$ cat src/hdl/segment_locator_for_peak_unit_macros.svh
// ---------------------------------------------------------------------------
// Segment locator assertion macros
// Shared concurrent assertion forms, clocked on the rising edge and
// disabled while reset is high.
// ---------------------------------------------------------------------------
`ifndef SEGMENT_LOCATOR_FOR_PEAK_UNIT_MACROS_SVH
`define SEGMENT_LOCATOR_FOR_PEAK_UNIT_MACROS_SVH

// same-cycle implication
`define SLFP_ASSERT_SAME(lbl, clk, rst, ante, cons) \
   lbl: assert property (@(posedge clk) disable iff (rst) (ante) |-> (cons)) \
      else $error("segment locator check failed");

// next-cycle implication
`define SLFP_ASSERT_NEXT(lbl, clk, rst, ante, cons) \
   lbl: assert property (@(posedge clk) disable iff (rst) (ante) |=> (cons)) \
      else $error("segment locator check failed");

`endif

$ cat src/hdl/slfp_pkg.sv
// ---------------------------------------------------------------------------
// slfp_pkg
// Widths, codes and controller/datapath interface types of the segment
// locator.
// ---------------------------------------------------------------------------
`default_nettype none

package slfp_pkg;

   localparam int MAX_BOUNDARIES = 256;
   localparam int POS_BITS       = 24;
   localparam int IDX_BITS       = $clog2(MAX_BOUNDARIES);
   localparam int CNT_BITS       = IDX_BITS + 1;

   localparam int NUM_BITS       = 9;
   localparam int HOP_BITS       = 20;
   localparam int HOP_FRAC       = 8;
   localparam int FRAME_BITS     = 16;
   localparam int SLOT_BITS      = 8;
   localparam int SEG_BITS       = 9;
   localparam int PROD_BITS      = FRAME_BITS + HOP_BITS;

   localparam logic [63:0] POS_MAX = (64'd1 << POS_BITS) - 64'd1;

   localparam int CSR_ADDR_BITS  = 3;
   localparam int CSR_DATA_BITS  = 32;

   localparam logic [HOP_BITS-1:0] HOP_RESET = HOP_BITS'(256);

   // register index = paddr[2]
   typedef enum logic {
      REG_NUM_BOUNDARIES = 1'b0,
      REG_HOP_Q8         = 1'b1
   } reg_idx_type;

   // op field codes
   typedef enum logic {
      OP_LOAD   = 1'b0,
      OP_LOCATE = 1'b1
   } op_type;

   typedef enum logic [1:0] {
      RD_NONE,
      RD_LAST,
      RD_FIRST,
      RD_NEXT
   } rd_sel_type;

   typedef enum logic [1:0] {
      RES_NONE,
      RES_NOT_FOUND,
      RES_BEFORE_FIRST,
      RES_INTERVAL
   } res_sel_type;

   typedef struct packed {
      logic        wr_entry;
      logic        load_frame;
      logic        do_mul;
      logic        do_sat;
      rd_sel_type  rd_sel;
      logic        shift;
      res_sel_type res_sel;
   } cmd_type;

   typedef struct packed {
      logic n_zero;
      logic pos_ge_data;
      logic pos_lt_data;
      logic hit;
      logic scan_end;
   } stat_type;

endpackage

`default_nettype wire

$ cat src/hdl/slfp_ctrl.sv
// ---------------------------------------------------------------------------
// slfp_ctrl
// Sequencer: accepts items, steps the datapath through scale, end checks
// and the boundary scan, and strobes the result.
// ---------------------------------------------------------------------------
`default_nettype none

module slfp_ctrl
   import slfp_pkg::*;
(
   input  wire logic     clock,
   input  wire logic     reset,
   input  wire logic     start,
   input  wire logic     op,
   output logic          busy,
   output logic          done,
   output cmd_type       cmd,
   input  wire stat_type stat
);

   typedef enum logic [2:0] {
      ST_IDLE,
      ST_MUL,
      ST_SAT,
      ST_LAST,
      ST_FIRST,
      ST_SCAN
   } state_type;

   state_type state_ff;
   state_type state_in;
   logic      done_ff;
   logic      done_in;
   logic      accept;

   assign accept = start && (state_ff == ST_IDLE);

   always_comb begin
      state_in = state_ff;
      done_in  = 1'b0;
      cmd      = '{wr_entry: 1'b0, load_frame: 1'b0, do_mul: 1'b0, do_sat: 1'b0,
                   rd_sel: RD_NONE, shift: 1'b0, res_sel: RES_NONE};
      case (state_ff)
         ST_IDLE: begin
            if (accept) begin
               if (op_type'(op) == OP_LOCATE) begin
                  cmd.load_frame = 1'b1;
                  state_in       = ST_MUL;
               end else begin
                  cmd.wr_entry = 1'b1;
               end
            end
         end
         ST_MUL: begin
            cmd.do_mul = 1'b1;
            state_in   = ST_SAT;
         end
         ST_SAT: begin
            cmd.do_sat = 1'b1;
            if (stat.n_zero) begin
               cmd.res_sel = RES_NOT_FOUND;
               done_in     = 1'b1;
               state_in    = ST_IDLE;
            end else begin
               cmd.rd_sel = RD_LAST;
               state_in   = ST_LAST;
            end
         end
         ST_LAST: begin
            if (stat.pos_ge_data) begin
               cmd.res_sel = RES_NOT_FOUND;
               done_in     = 1'b1;
               state_in    = ST_IDLE;
            end else begin
               cmd.rd_sel = RD_FIRST;
               state_in   = ST_FIRST;
            end
         end
         ST_FIRST: begin
            if (stat.pos_lt_data) begin
               cmd.res_sel = RES_BEFORE_FIRST;
               done_in     = 1'b1;
               state_in    = ST_IDLE;
            end else begin
               cmd.shift  = 1'b1;
               cmd.rd_sel = RD_NEXT;
               state_in   = ST_SCAN;
            end
         end
         ST_SCAN: begin
            if (stat.hit) begin
               cmd.res_sel = RES_INTERVAL;
               done_in     = 1'b1;
               state_in    = ST_IDLE;
            end else if (stat.scan_end) begin
               cmd.res_sel = RES_NOT_FOUND;
               done_in     = 1'b1;
               state_in    = ST_IDLE;
            end else begin
               cmd.shift  = 1'b1;
               cmd.rd_sel = RD_NEXT;
            end
         end
         default: state_in = ST_IDLE;
      endcase
   end

   always_ff @(posedge clock) begin
      if (reset) begin
         state_ff <= ST_IDLE;
         done_ff  <= 1'b0;
      end else begin
         state_ff <= state_in;
         done_ff  <= done_in;
      end
   end

   assign busy = (state_ff != ST_IDLE);
   assign done = done_ff;

endmodule

`default_nettype wire

$ cat config.mk
export PLATFORM = sky130hd
export DESIGN_NAME = slfp_ctrl
export DESIGN_NICKNAME = d
export VERILOG_FILES = /design/src/hdl/segment_locator_for_peak_unit_macros.svh /design/src/hdl/slfp_pkg.sv /design/src/hdl/slfp_ctrl.sv
export SDC_FILE = /design/constraint.sdc
export NUM_CORES = 1
export LEC_CHECK = 0
export ABC_AREA = 1
export BUFFER_PORTS_ARGS = -buffer_cell sky130_fd_sc_hd__buf_4
export CORE_AREA = 2 2 39 41
export DETAILED_ROUTE_END_ITERATION = 10
export DIE_AREA = 0 0 41 43
export GPL_TIMING_DRIVEN = 0
export PLACE_DENSITY_LB_ADDON = 0.1
export SYNTH_ARGS = -nofsm -noshare
export SYNTH_HDL_FRONTEND = slang
export SYNTH_SLANG_ARGS = --single-unit
$ cat constraint.sdc
create_clock -name clock -period 1.92 [get_ports clock]
set_clock_uncertainty 0.1 [all_clocks]
set_input_delay 0.288 -clock clock [delete_from_list [all_inputs] [get_ports clock]]
set_output_delay 0.288 -clock clock [all_outputs]
set_load 0.05 [all_outputs]
==> results.sh <==
export IMPL_cts_resized=0
export IMPL_multi_input_area_sq_um=169
export IMPL_fmax_ghz=0.597
export IMPL_status="finished clean"
export IMPL_worst_slew_pin_slew_ps=293
export IMPL_synth_seq_area_share_pct=27.5
export IMPL_ant_nets=0
export IMPL_cts_setup_buffers=0
export IMPL_synth_common_cells="nand2_1, inv_1, nor2_1"
export IMPL_drive_gt1_share_pct=33.8
export IMPL_yosysTopAreaCellShare_pct=27.5
export IMPL_cp_top_family="flip-flops"
export IMPL_syn_inst=52
export IMPL_cts_buffers=3
export IMPL_maxSlewViolCount=0
export IMPL_ir_drop_uv=282
export IMPL_hp_class="primary input to flop"
export IMPL_seq_area_sq_um=80.1
export IMPL_setup_violations=0
export IMPL_syn_cell_area_sq_um=292
export IMPL_finalHoldViolCount=0
export IMPL_pin_count=20
export IMPL_port_buffers=19
export IMPL_grt_max_degree=8
export IMPL_fin_nets=85
export IMPL_rows=14
export IMPL_start_util_pct=21.1
export IMPL_insertion_delay_ps=230
export IMPL_synth_flop_cell="dfxtp_1"
export IMPL_grt_pass1_wl_um=1100
export IMPL_worst_setup_path_start_kind="flop"
export IMPL_critical_path_peak_fanout=7
export IMPL_postSynthAreaPerCell_sq_um=5.61
export IMPL_yosys_warnings=0
export IMPL_async_reset_ff_share_pct=0
export IMPL_path_clk_slew_ps=30
export IMPL_worst_path_buf_inv=2
export IMPL_final_util_pct=34.6
export IMPL_yosys_area_top_type="dfxtp_1"
export IMPL_via_per_inst=4.03
export IMPL_synth_most_common_cell="nand2_1"
export IMPL_wl_per_cell_um=7.97
export IMPL_finalCriticalPeriod_ps=1670
export IMPL_first_pass_iters=4
export IMPL_maxSlewHeadroom_pct=80.3
export IMPL_finalSetupTns_ps=0
export IMPL_synth_area_top_cells="dfxtp_1, nand2_1, inv_1"
export IMPL_max_stage_delay_ps=440
export IMPL_worst_setup_path_type="flop to output port"
export IMPL_crit_chain="nand3_1 > inv_1 > nand2_1 > nand3_2 > buf_4"
export IMPL_drv_cap=0
export IMPL_yosys_register_bits=4
export IMPL_drc=0
export IMPL_gr_total_overflow=0
export IMPL_area_growth_pct=64.4
export IMPL_synth_edff_count=0
export IMPL_rsz0062_at_grt="false"
export IMPL_fp_dieH_um=43
export IMPL_cts_sinks=4
export IMPL_first_iter_violations=3
export IMPL_power_density_nw_per_um2=747
export IMPL_antenna_cells=0
export IMPL_end_kind="output port"
export IMPL_fillers=166
export IMPL_first_global_vias=278
export IMPL_gp_congestion=0.688
export IMPL_h_tree_depth=1
export IMPL_antenna_found_initial=0
export IMPL_dp_hpwl_um=600
export IMPL_power_leakage_nw=0.296
export IMPL_post_route_period_util_pct=87.2
export IMPL_cts_tree="yes"
export IMPL_track_usage_pct=9.72
export IMPL_die_width_um=41
export IMPL_die_area_sq_um=1760
export IMPL_vias=363
export IMPL_core_sq_um=1380
export IMPL_syn_num_nets=61
export IMPL_cts_buffer_depth=2
export IMPL_ys_types=14
export IMPL_hold_buffers=0
export IMPL_finalWirelength_um=717
export IMPL_worstPathArrival_ps=1290
export IMPL_slowest_stage="dfxtp_1"
export IMPL_clock_root_buffer="clkbuf_4"
export IMPL_worstPathRequired_ps=1530
metal layers:
metal	wire length [um]	up-vias	global-route usage, %
li1	-	204	-
met1	333	147	12.5
met2	318	10	11.6
met3	52	2	3.14
met4	11	0	10.0
met5	0	-	0
power by group:
group          internal (W)  switching (W)
clock network     0.0000696      0.0000301
registers         0.0000903     0.00000793
logic             0.0000518       0.000108
total              0.000212       0.000146
cell families (layout without fill, tap and decap cells):
logic type / count (synthesis) / count (layout) / synth area share (%)
AOI/OAI and AO/OA: 6 / 6 / 11.2
DFF: 4 / 4 / 27.5
buffers and inverters: 12 / 34 / 15.4
and+or+nand+nor: 30 / 30 / 45.9
metrics by stage:
step	cells	power (W)	setup WS [ps]	instance area, sq um	hold WS (ps)
after global placement	87	0.000261	444	457	381
after floorplan	52	0.000209	130	294	257
after detailed placement	87	0.000261	466	457	384
after CTS	90	0.000366	215	479	137
final	90	0.000358	245	479	146
after global routing	90	0.000390	77.8	479	141
final timing paths:
kind | start | end | slack (ps) | cells past startpoint
worst min-delay path | reset | state_ff[1] | 150 | 2
worst max register to register | state_ff[0] | state_ff[0] | 720 | 4
worst max-delay path | state_ff[2] | cmd[4] | 250 | 5
worst min register to register | state_ff[0] | state_ff[1] | 530 | 4
flip-flops by register name, summed over array words and instances (netlist names):
name	count
done	1
state_ff	3
layout by cell type, fill, tap and decap left out, drive strengths merged, types with 2 or more instances in the layout:
cell type,count
a21oi,2
nand2,12
o21ai,3
clkbuf,3
inv,11
dfxtp,4
buf,19
nor2,9
nand3,7
cell type report:
class / count / share of cell area, %
well taps: 16 / 4.18
inverters: 12 / 9.40
multi-input cells: 36 / 35.2
repair buffers: 19 / 29.8
flip-flops and latches: 4 / 16.7
clock buffers: 3 / 4.70
worst register-to-register path, stage by stage (launching register included):
cell and delay [ps]:
dfxtp_1 360, nor3_1 310, nand2_1 80, a21oi_1 180, nor2_1 50
Note: power is estimated with default switching activity, not from simulation.
