==> src/hdl/segment_locator_for_peak_unit_macros.svh <==
// ---------------------------------------------------------------------------
// Segment locator assertion macros
// Shared concurrent assertion forms, clocked on the rising edge and
// disabled while reset is high.
// ---------------------------------------------------------------------------
`ifndef SEGMENT_LOCATOR_FOR_PEAK_UNIT_MACROS_SVH
`define SEGMENT_LOCATOR_FOR_PEAK_UNIT_MACROS_SVH

// same-cycle implication
`define SLFP_ASSERT_SAME(lbl, clk, rst, ante, cons) \
   lbl: assert property (@(posedge clk) disable iff (rst) (ante) |-> (cons)) \
      else $error("segment locator check failed");

// next-cycle implication
`define SLFP_ASSERT_NEXT(lbl, clk, rst, ante, cons) \
   lbl: assert property (@(posedge clk) disable iff (rst) (ante) |=> (cons)) \
      else $error("segment locator check failed");

`endif

==> src/hdl/slfp_pkg.sv <==
// ---------------------------------------------------------------------------
// slfp_pkg
// Widths, codes and controller/datapath interface types of the segment
// locator.
// ---------------------------------------------------------------------------
`default_nettype none

package slfp_pkg;

   localparam int MAX_BOUNDARIES = 256;
   localparam int POS_BITS       = 24;
   localparam int IDX_BITS       = $clog2(MAX_BOUNDARIES);
   localparam int CNT_BITS       = IDX_BITS + 1;

   localparam int NUM_BITS       = 9;
   localparam int HOP_BITS       = 20;
   localparam int HOP_FRAC       = 8;
   localparam int FRAME_BITS     = 16;
   localparam int SLOT_BITS      = 8;
   localparam int SEG_BITS       = 9;
   localparam int PROD_BITS      = FRAME_BITS + HOP_BITS;

   localparam logic [63:0] POS_MAX = (64'd1 << POS_BITS) - 64'd1;

   localparam int CSR_ADDR_BITS  = 3;
   localparam int CSR_DATA_BITS  = 32;

   localparam logic [HOP_BITS-1:0] HOP_RESET = HOP_BITS'(256);

   // register index = paddr[2]
   typedef enum logic {
      REG_NUM_BOUNDARIES = 1'b0,
      REG_HOP_Q8         = 1'b1
   } reg_idx_type;

   // op field codes
   typedef enum logic {
      OP_LOAD   = 1'b0,
      OP_LOCATE = 1'b1
   } op_type;

   typedef enum logic [1:0] {
      RD_NONE,
      RD_LAST,
      RD_FIRST,
      RD_NEXT
   } rd_sel_type;

   typedef enum logic [1:0] {
      RES_NONE,
      RES_NOT_FOUND,
      RES_BEFORE_FIRST,
      RES_INTERVAL
   } res_sel_type;

   typedef struct packed {
      logic        wr_entry;
      logic        load_frame;
      logic        do_mul;
      logic        do_sat;
      rd_sel_type  rd_sel;
      logic        shift;
      res_sel_type res_sel;
   } cmd_type;

   typedef struct packed {
      logic n_zero;
      logic pos_ge_data;
      logic pos_lt_data;
      logic hit;
      logic scan_end;
   } stat_type;

endpackage

`default_nettype wire

==> src/hdl/slfp_csr.sv <==
// ---------------------------------------------------------------------------
// slfp_csr
// APB register file: boundary count and hop size.
// ---------------------------------------------------------------------------
`default_nettype none

module slfp_csr
   import slfp_pkg::*;
(
   input  wire logic                     clock,
   input  wire logic                     reset,
   input  wire logic                     psel,
   input  wire logic                     penable,
   input  wire logic                     pwrite,
   input  wire logic [CSR_ADDR_BITS-1:0] paddr,
   input  wire logic [CSR_DATA_BITS-1:0] pwdata,
   output logic      [CSR_DATA_BITS-1:0] prdata,
   output logic                          pready,
   output logic      [NUM_BITS-1:0]      num_boundaries,
   output logic      [HOP_BITS-1:0]      hop_q8
);

   logic [NUM_BITS-1:0] num_ff;
   logic [NUM_BITS-1:0] num_in;
   logic [HOP_BITS-1:0] hop_ff;
   logic [HOP_BITS-1:0] hop_in;
   logic                wr_en;
   reg_idx_type         reg_idx;

   assign pready  = 1'b1;
   assign wr_en   = psel && penable && pwrite;
   assign reg_idx = reg_idx_type'(paddr[2]);

   always_comb begin
      num_in = num_ff;
      hop_in = hop_ff;
      if (wr_en) begin
         case (reg_idx)
            REG_NUM_BOUNDARIES: num_in = pwdata[NUM_BITS-1:0];
            REG_HOP_Q8:         hop_in = pwdata[HOP_BITS-1:0];
            default:            ;
         endcase
      end
   end

   always_comb begin
      case (reg_idx)
         REG_NUM_BOUNDARIES: prdata = CSR_DATA_BITS'(num_ff);
         REG_HOP_Q8:         prdata = CSR_DATA_BITS'(hop_ff);
         default:            prdata = '0;
      endcase
   end

   always_ff @(posedge clock) begin
      if (reset) begin
         num_ff <= '0;
         hop_ff <= HOP_RESET;
      end else begin
         num_ff <= num_in;
         hop_ff <= hop_in;
      end
   end

   assign num_boundaries = num_ff;
   assign hop_q8         = hop_ff;

endmodule

`default_nettype wire

==> config.mk <==
export PLATFORM = sky130hd
export DESIGN_NAME = slfp_csr
export DESIGN_NICKNAME = d
export VERILOG_FILES = /design/src/hdl/segment_locator_for_peak_unit_macros.svh /design/src/hdl/slfp_pkg.sv /design/src/hdl/slfp_csr.sv
export SDC_FILE = /design/constraint.sdc
export NUM_CORES = 1
export LEC_CHECK = 0
export BUFFER_PORTS_ARGS = -buffer_cell sky130_fd_sc_hd__clkbuf_2
export CORE_MARGIN = 1
export CORE_UTILIZATION = 47
export CTS_BUF_LIST = sky130_fd_sc_hd__clkbuf_2 sky130_fd_sc_hd__clkbuf_4 sky130_fd_sc_hd__clkbuf_8
export CTS_CLUSTER_SIZE = 30
export DETAILED_ROUTE_END_ITERATION = 12
export PLACE_DENSITY = 0.86
export RECOVER_POWER = 25
export REMOVE_ABC_BUFFERS = 1
export SETUP_SLACK_MARGIN = 0.5
export SLEW_MARGIN = 15
export SYNTH_ARGS = -nofsm -noshare
export SYNTH_HDL_FRONTEND = slang
export SYNTH_SLANG_ARGS = --single-unit
==> constraint.sdc <==
create_clock -name clock -period 2.5 [get_ports clock]
set_input_delay 0.25 -clock clock [delete_from_list [all_inputs] [get_ports clock]]
set_output_delay 0.25 -clock clock [all_outputs]
set_load 0.01 [all_outputs]
==> results of run 1 <==
[registers in the layout (all words and copies together) (netlist names)]
signal / cells
num_boundaries: 9
hop_q8: 20
[synthesized netlist by cell type (all sizes together)]
library cell | instances | area (µm²)
nand2b | 48 | 300.3
dfxtp | 29 | 580.6
mux2i | 29 | 290.3
buf | 16 | 133.9
and2 | 11 | 68.82
mux2 | 9 | 101.4
clkbuf | 7 | 26.28
conb | 2 | 7.510
nor2 | 2 | 7.510
and4 | 1 | 8.760
and4b | 1 | 10.01
nand4 | 1 | 6.260
nand4b | 1 | 15.01
[area by class of cell]
type / count / share of cell area [%]
multi-input cells: 116 / 44.02
flip-flops and latches: 29 / 29.82
repair buffers: 76 / 20.31
clock buffers: 7 / 3.021
well taps: 44 / 2.828
[metal layers]
metal / vias up / GRT usage [%] / share of wire (%)
met5: - / 0 / 0
met4: 0 / 8.970 / 1.0
met3: 2 / 3.275 / 5.1
met2: 50 / 24.72 / 46
met1: 537 / 21.10 / 48
li1: 626 / - / -
[report_power, final]
part / internal [mW] / total, mW / switching [mW]
clock network: 0.143 / 0.285 / 0.141
logic: 0.0587 / 0.118 / 0.0591
registers: 0.472 / 0.479 / 0.00729
total: 0.674 / 0.881 / 0.208
[worst max-delay path by stage]
stage	startpoint	to
6_report	reset	hop_q8[5]
5_1_grt	reset	hop_q8[6]
4_1_cts	paddr[2]	prdata[4]
3_5_place_dp	pwrite	hop_q8[10]
3_3_place_gp	pwrite	hop_q8[15]
2_1_floorplan	pwrite	hop_q8[10]
[worst max-delay path: cells and delay by family]
kind / cells / cell delay (ps)
multiplexers: 1 / 70
AND/OR/NAND/NOR: 1 / 230
buffers and inverters: 1 / 960
[through the flow]
stage	worst slack [ps]	instances	hold WS, ps	cell area (µm²)	util, %
final	1147	272	173.3	1947	62.74
after global routing	974.1	272	165.9	1947	62.74
after CTS	1137	272	159.0	1949	62.82
after floorplan	1210	145	404.7	1438	-
after global placement	1136	265	468.6	1891	60.93
after detailed placement	1105	265	474.8	1891	60.93
[cells by family (layout without fill, tap and decap cells)]
kind of cell / count (synthesis) / after routing / share of synthesized area, %
AND/OR/NAND/NOR: 65 / 65 / 26.77
flip-flops: 29 / 29 / 37.30
buffers and inverters: 23 / 83 / 10.29
other: 2 / 13 / 0.4825
multiplexers: 38 / 38 / 25.16
==> qor.txt, run 1 <==
outcome - finished, final reports clean
final setup TNS - 0 ps
total setup buffers inserted after CTS - 0
leakage power - 0.9589 nW
FMAX - 739.2 MHz
clock sinks - 29
post-CTS sizing - 0
vias per inst - 4.467
Mapped Cells - 157
clk root buf - clkbuf_4
worst hold path class - input pin to flip-flop
hold path depth - 3
final hold vios - 0
gpl congestion - 0.7421
# H-tree levels - 2
crit-path max cell delay - 960 ps
CTS Hold Buffers Added - 0
crit path launch type - input pin
Post-Syn Area - 1556 µm²
crit-path cells - clkbuf_1 -> nand2b_1 -> mux2i_1
Initial Utilization - 50.16%
GRT overflow - 0
CP max-delay cell - clkbuf_1
CP Max Fanout - 50
largest net degree at the start of global routing - 51
total power - 881.5 µW
Net count, final - 268
Final Setup Violations - 0
core outline area - 3103 µm²
Max clock buf depth - 2
Via Count - 1215
r2r startpoint - hop_q8[8]
syn_area_per_cell - 9.914 µm²
Iteration-0 DRC Markers - 36
CTS tree - done
fraction of layout cells with a size suffix above 1 - 39.91%
Filler cells - 304
row cnt - 20
Post-Route WL - 2.825 mm
worst hold endpoint - hop_q8[12]
Seq/Total Area, Yosys - 37.30%
max-cap viol count - 0
worst-case vdd ir drop - 0.2482 mV
Worst Clk Skew - 0 ps
worst path required time - 2680 ps
Slew headroom - 10.22%
post-route ant nets - 0
worst-margin pin slew - 1347 ps
global-route wire length before repair - 4.215 mm
vias in the first global route - 952
Tcrit/Tclk final - 54.11%
# IOs - 102
Seq cells post-synth - 29
CP Class - input pin to flip-flop
footprint of the multi-input gates - 857.1 µm²
Worst EP arrival - 1530 ps
port bufs - 74
DR pass1 iterations - 4
# diodes - 0
Worst-path clk slew - 80 ps
Period minus WS final - 1353 ps
Storage cell area - 580.6 µm²
yosys warns - 0
die height - 59.55 µm
Total Routing Usage GR - 16.13%
initial antenna violation count - 0
Worst R2R Setup Slack - 1860 ps
Die X - 59.55 µm
RSZ-0062 raised after global routing - no
die area - 3546 µm²
worst-skew pair later-pin latency - 300 ps
Unique masters post-synth - 16
CTS buffer count - 5
Routed WL per cell - 10.39 µm
most frequent cells in the layout - clkbuf_2 (72), nand2b_1 (48), mux2i_1 (29), dfxtp_1 (29), conb_1 (13)
Worst R2R End - hop_q8[8]
commonest non-fill, non-tap cell in the layout - clkbuf_2
Power Density - 452.8 nW/µm²
max-slew violations - 0
DRC viols - 0
beginning of the worst hold path - pwdata[12]
crit end category - flip-flop
dpl hpwl - 2.085 mm
Layout area overhead - 25.08%
R2R depth - 2
Note: power is estimated with default switching activity, not from simulation.
==> inputs of run 2 (changes only) <==
--- a/config.mk
+++ b/config.mk
@@ -5,13 +5,14 @@
 export SDC_FILE = /design/constraint.sdc
 export NUM_CORES = 1
 export LEC_CHECK = 0
+export ABC_AREA = 1
 export BUFFER_PORTS_ARGS = -buffer_cell sky130_fd_sc_hd__clkbuf_2
 export CORE_MARGIN = 1
-export CORE_UTILIZATION = 47
+export CORE_UTILIZATION = 39
 export CTS_BUF_LIST = sky130_fd_sc_hd__clkbuf_2 sky130_fd_sc_hd__clkbuf_4 sky130_fd_sc_hd__clkbuf_8
 export CTS_CLUSTER_SIZE = 30
 export DETAILED_ROUTE_END_ITERATION = 12
-export PLACE_DENSITY = 0.86
+export PLACE_DENSITY = 0.76
 export RECOVER_POWER = 25
 export REMOVE_ABC_BUFFERS = 1
 export SETUP_SLACK_MARGIN = 0.5
==> constraint.sdc (replaced) <==
create_clock -name clock -period 1.2 [get_ports clock]
set_input_delay 0.12 -clock clock [delete_from_list [all_inputs] [get_ports clock]]
set_output_delay 0.12 -clock clock [all_outputs]
set_load 0.01 [all_outputs]
==> qor.txt, run 2 <==
outcome - finished, final reports clean
CTS buffer count - 5
Mapped Cells - 250
# IOs - 102
# diodes - 0
Internal Power - 1.654 mW
combinational share of power - 17.4%
crit-path max cell delay - 450 ps
worst-margin pin slew - 539.8 ps
DRC viols - 0
gpl congestion - 0.7262
Via Count - 1603
initial antenna violation count - 0
CTS tree - done
row cnt - 22
max-slew violations - 0
cell family with most CP delay - buffers and inverters
Max clock buf depth - 2
WP buf/inv - 2
clk root buf - clkbuf_8
global-route wire length before repair - 5.526 mm
vias per inst - 4.286
Yosys top cell area share - 36.48%
die area - 4340 µm²
leakage power - 1.295 nW
CP max-delay cell - clkbuf_2
Worst Clk Skew - 0 ps
CP Max Fanout - 28
worst-case vdd ir drop - 0.5978 mV
clock sinks - 29
port bufs - 74
Iteration-0 DRC Markers - 80
RSZ-0062 raised after global routing - yes
Net count, final - 366
Worst-path clk slew - 60 ps
area leader, netlist - dfxtp_1
Largest register FFs - 20
Final Setup Violations - 0
Routed WL per cell - 9.615 µm
worst-skew pair later-pin latency - 260 ps
Post-Route WL - 3.596 mm
syn_area_per_cell - 6.366 µm²
Unique masters post-synth - 14
Clk pwr share - 35.9%
Initial Utilization - 41.90%
DR pass1 iterations - 4
commonest cells in the synthesized netlist - nand2_1 (68), nor2_1 (56), inv_1 (32)
Post-synth top flop - dfxtp_1
GRT overflow - 0
Period minus WS final - 965.2 ps
Seq cells post-synth - 29
crit path launch type - input pin
Sw Ratio - 25.42%
crit end category - flip-flop
Total Routing Usage GR - 16.68%
largest net degree at the start of global routing - 30
Die X - 65.88 µm
core outline area - 3799 µm²
fraction of layout cells with a size suffix above 1 - 40.49%
worst path required time - 1360 ps
die height - 65.88 µm
Tcrit/Tclk final - 80.43%
yosys warns - 0
# H-tree levels - 2
commonest non-fill, non-tap cell in the layout - nand2_1
crit-path cells - clkbuf_2 -> nand2_1 -> nor2_4 -> clkbuf_2 -> nand3_1 -> nand2_1 -> nor2_1
number of enable flip-flop cells after synthesis - 0
post-route ant nets - 0
Filler cells - 384
final setup TNS - 0 ps
Layout area overhead - 43.24%
Worst EP arrival - 1120 ps
Area contributors post-synth - dfxtp_1 (36%), nand2_1 (16%), nor2_1 (13%)
Async SR Flop Fraction - 0%
max-cap viol count - 0
worst hold path class - input pin to flip-flop
vias in the first global route - 1275
CP Class - input pin to flip-flop
Post-Syn Area - 1592 µm²
Seq/Total Area, Yosys - 36.48%
Power Density - 973.1 nW/µm²
most frequent cells in the layout - nand2_1 (66), nor2_1 (55), buf_6 (33), inv_1 (31)
Slew headroom - 64.01%
FMAX - 1036 MHz
total power - 2.218 mW
final hold vios - 0
Sequential Power Share - 46.6%
dpl hpwl - 2.409 mm
Switch Pwr - 564.0 µW
top-count cell post-synth - nand2_1
==> run 2: cell count changes after synthesis, moves of 3 or more <==
cell and change:
mux2i_1 -29, nand2_1 +68, and2_1 -11, clkbuf_1 -7, mux2_2 -9, nor2_1 +54, buf_2 +5, nor2_4 +3
nand2b_1 -48, inv_1 +32, buf_6 +5, nand3_1 +29
==> run 2: logic make-up (layout without fill, tap and decap cells) <==
logic type             Yosys count  count (layout)  share of synthesized area, %
AND/OR/NAND/NOR                157             158                         41.12
AO/OA/AOI/OAI                    1               1                        0.5504
other                            2              13                        0.4719
buffers and inverters           61             125                         21.38
flip-flops                      29              29                         36.48
==> run 2: area by class of cell <==
type | instances | area, µm² | area share, %
Timing Repair Buffer | 84 | 646.9 | 28.38
Inverter | 34 | 132.6 | 5.818
Multi-Input combinational cell | 172 | 733.2 | 32.16
Clock buffer | 7 | 90.09 | 3.952
Sequential cell | 29 | 616.8 | 27.06
Tap cell | 48 | 60.06 | 2.634
==> run 2: worst paths after layout <==
| check | start | to | slack (ps) | cells after the start |
|---|---|---|---|---|
| max | psel | hop_q8[15] | 230 | 7 |
| min reg2reg | num_boundaries[8] | num_boundaries[8] | 490 | 2 |
| max reg2reg | hop_q8[8] | hop_q8[8] | 530 | 3 |
| min | pwdata[8] | hop_q8[8] | 80 | 3 |
==> run 2: power by group through the flow <==
stage          logic, mW  clock network (mW)  registers [mW]
2_1_floorplan      0.163                   0            1.06
3_3_place_gp       0.336                   0            1.04
3_5_place_dp       0.339                   0            1.04
4_1_cts            0.344               0.834            1.03
5_1_grt            0.434               0.883            1.04
6_report           0.387               0.797            1.03
==> run 2: timing repair <==
action / 4_1_cts / 5_1_grt
gates resized for setup: 29 / 87
pin swaps: 0 / 5
hold endpoints to repair: 0 / 0
buffers inserted: 2 / 1
gates cloned: 0 / 1
hold buffers: 0 / 0
endpoints found under the setup margin: 49 / 74
==> run 2: worst reg2reg max path, stage by stage, from the launching register on <==
cell and delay [ps]:
dfxtp_2 320, buf_4 120, o21ai_2 40, nand3_1 60
==> run 2: metal layers <==
metal  vias up  wire length (µm)  track usage [%]
met2        51              1806            29.34
met3         2               174            5.000
met5         -                 0                0
li1        863                 -                -
met1       687              1598            18.87
met4         0                16            5.707
==> run 2: per-stage QoR <==
stage	util (%)	instance area, µm²	setup slack (ps)	instances	hold WS, ps
2_1_floorplan	-	1423	339.9	234	246.1
3_3_place_gp	50.49	1918	237.6	363	352.3
3_5_place_dp	50.49	1918	224.8	363	359.2
4_1_cts	54.22	2059	218.3	372	74.17
5_1_grt	60.01	2280	130.4	374	109.0
6_report	60.01	2280	234.8	374	82.27
==> inputs of run 3 (changes only) <==
--- a/config.mk
+++ b/config.mk
@@ -5,14 +5,14 @@
 export SDC_FILE = /design/constraint.sdc
 export NUM_CORES = 1
 export LEC_CHECK = 0
-export ABC_AREA = 1
+export ABC_AREA = 0
 export BUFFER_PORTS_ARGS = -buffer_cell sky130_fd_sc_hd__clkbuf_2
 export CORE_MARGIN = 1
-export CORE_UTILIZATION = 39
+export CORE_UTILIZATION = 43
 export CTS_BUF_LIST = sky130_fd_sc_hd__clkbuf_2 sky130_fd_sc_hd__clkbuf_4 sky130_fd_sc_hd__clkbuf_8
 export CTS_CLUSTER_SIZE = 30
 export DETAILED_ROUTE_END_ITERATION = 12
-export PLACE_DENSITY = 0.76
+export PLACE_DENSITY = 0.8
 export RECOVER_POWER = 25
 export REMOVE_ABC_BUFFERS = 1
 export SETUP_SLACK_MARGIN = 0.5
==> constraint.sdc (replaced) <==
create_clock -name clock -period 0.9 [get_ports clock]
set_input_delay 0.09 -clock clock [delete_from_list [all_inputs] [get_ports clock]]
set_output_delay 0.09 -clock clock [all_outputs]
set_load 0.01 [all_outputs]
==> qor.txt, run 3 (synthesis results as in run 1) <==
outcome - finished, violations left
failing checks - hold timing, setup timing
port bufs - 74
Worst EP arrival - 1110 ps
DRC viols - 0
Final Setup Violations - 50
worst path required time - 810 ps
hold_ws - -33.31 ps
CP Max Fanout - 2
Total Routing Usage GR - 21.24%
worst-case vdd ir drop - 0.8691 mV
crit path launch type - flip-flop
crit end category - output port
fraction of layout cells with a size suffix above 1 - 68.99%
fin worst setup slack - -296.1 ps
die area - 3864 µm²
Filler cells - 127
Power Density - 951.1 nW/µm²
# H-tree levels - 2
final setup TNS - -7895 ps
initial antenna violation count - 0
Tcrit/Tclk final - 132.9%
most frequent cells in the layout - buf_6 (93), nand2b_1 (38), clkbuf_2 (30), mux2i_1 (29), dfxtp_2 (25)
largest net degree at the start of global routing - 29
row cnt - 21
Period minus WS final - 1196 ps
clock sinks - 29
CTS buffer count - 5
Die X - 62.17 µm
metal3 WL - 360 µm
CP Class - flip-flop to output port
vias per inst - 5.033
CTS tree - done
Via Count - 1676
DR pass1 iterations - 4
GRT overflow - 0
# diodes - 0
commonest non-fill, non-tap cell in the layout - buf_6
die height - 62.17 µm
met2 WL - 3.602 mm
Routed WL per cell - 19.79 µm
Iteration-0 DRC Markers - 77
post-route ant nets - 0
worst hold path class - input pin to flip-flop
dpl hpwl - 2.403 mm
core outline area - 3390 µm²
final hold vios - 5
max-slew violations - 0
clk root buf - clkbuf_4
FMAX - 836.1 MHz
leakage power - 1.502 nW
# IOs - 102
global-route wire length before repair - 6.486 mm
Largest register FFs - 20
Worst Clk Skew - 0 ps
met1 WL - 2.377 mm
Worst-path clk slew - 100 ps
vias in the first global route - 1384
Top Layer Used - met4
RSZ-0062 raised after global routing - yes
Initial Utilization - 45.92%
Net count, final - 326
Post-Route WL - 6.591 mm
Max clock buf depth - 2
max-cap viol count - 0
worst-skew pair later-pin latency - 350 ps
gpl congestion - 0.6974
Layout area overhead - 97.51%
-- run 3: cell types whose count changed in the layout (fill, tap and decap cells not counted), sizes merged, moves of 4 or more --
cell	previous run	this run
nand2	68	0
nor2	60	2
nand2b	0	48
buf	57	103
inv	34	0
nand3	30	0
mux2i	0	29
and2	0	11
mux2	0	9
clkbuf	34	38
-- run 3: cell type report --
| class | count | area (µm²) | share of cell area [%] |
|---|---|---|---|
| well taps | 46 | 57.56 | 1.872 |
| multi-input cells | 116 | 982.2 | 31.95 |
| clock buffers | 7 | 65.06 | 2.116 |
| repair buffers | 134 | 1353 | 44.00 |
| clock inverters | 1 | 5.005 | 0.1628 |
| flip-flops and latches | 29 | 611.8 | 19.90 |
-- run 3: worst max-delay path, cell delays in order, from the launching register on --
cell and delay [ps]:
dfxtp_2 350, mux2_4 290, buf_6 120
-- run 3: layer usage --
metal	GRT usage (%)	vias to the layer above
met5	0	-
li1	-	747
met2	38.74	92
met1	24.80	815
met3	5.515	22
met4	4.360	0
-- run 3: path summary, 6_finish.rpt --
| path | start | end | slack [ps] | cells past startpoint |
|---|---|---|---|---|
| worst max-delay path | num_boundaries[3] | prdata[3] | -300 | 2 |
| worst max register to register | num_boundaries[1] | num_boundaries[1] | -30 | 5 |
| worst min register to register | hop_q8[17] | hop_q8[17] | 530 | 2 |
| worst min-delay path | pwdata[13] | hop_q8[13] | -30 | 3 |
-- run 3: per-stage QoR --
step                instance area [µm²]  cells  util [%]  power (mW)  setup WS [ps]
CTS                                2352    307     69.40       2.674         -235.3
finish                             3074    333     90.70       2.924         -296.1
detailed placement                 1981    277     58.43       1.726         -102.8
global placement                   1981    277     58.43       1.719         -85.66
global route                       3074    333     90.70       3.046         -322.1
floorplan                          1438    145         -       1.531         -230.1
-- run 3: timing repair --
item                                    4_1_cts  5_1_grt
setup buffers                                21       25
pin swaps                                     0        1
gates cloned                                  1        1
endpoints found under the hold margin         8        4
endpoints found under the setup margin       78       78
resized for setup                            46      154
-- run 3: where the power goes --
group / total [mW] / leakage [nW] / internal, mW / switching [mW]
Clock: 0.960 / 0.0413 / 0.452 / 0.508
Sequential: 1.34 / 0.246 / 1.32 / 0.0284
Combinational: 0.620 / 1.22 / 0.359 / 0.261
Total: 2.92 / 1.50 / 2.13 / 0.797
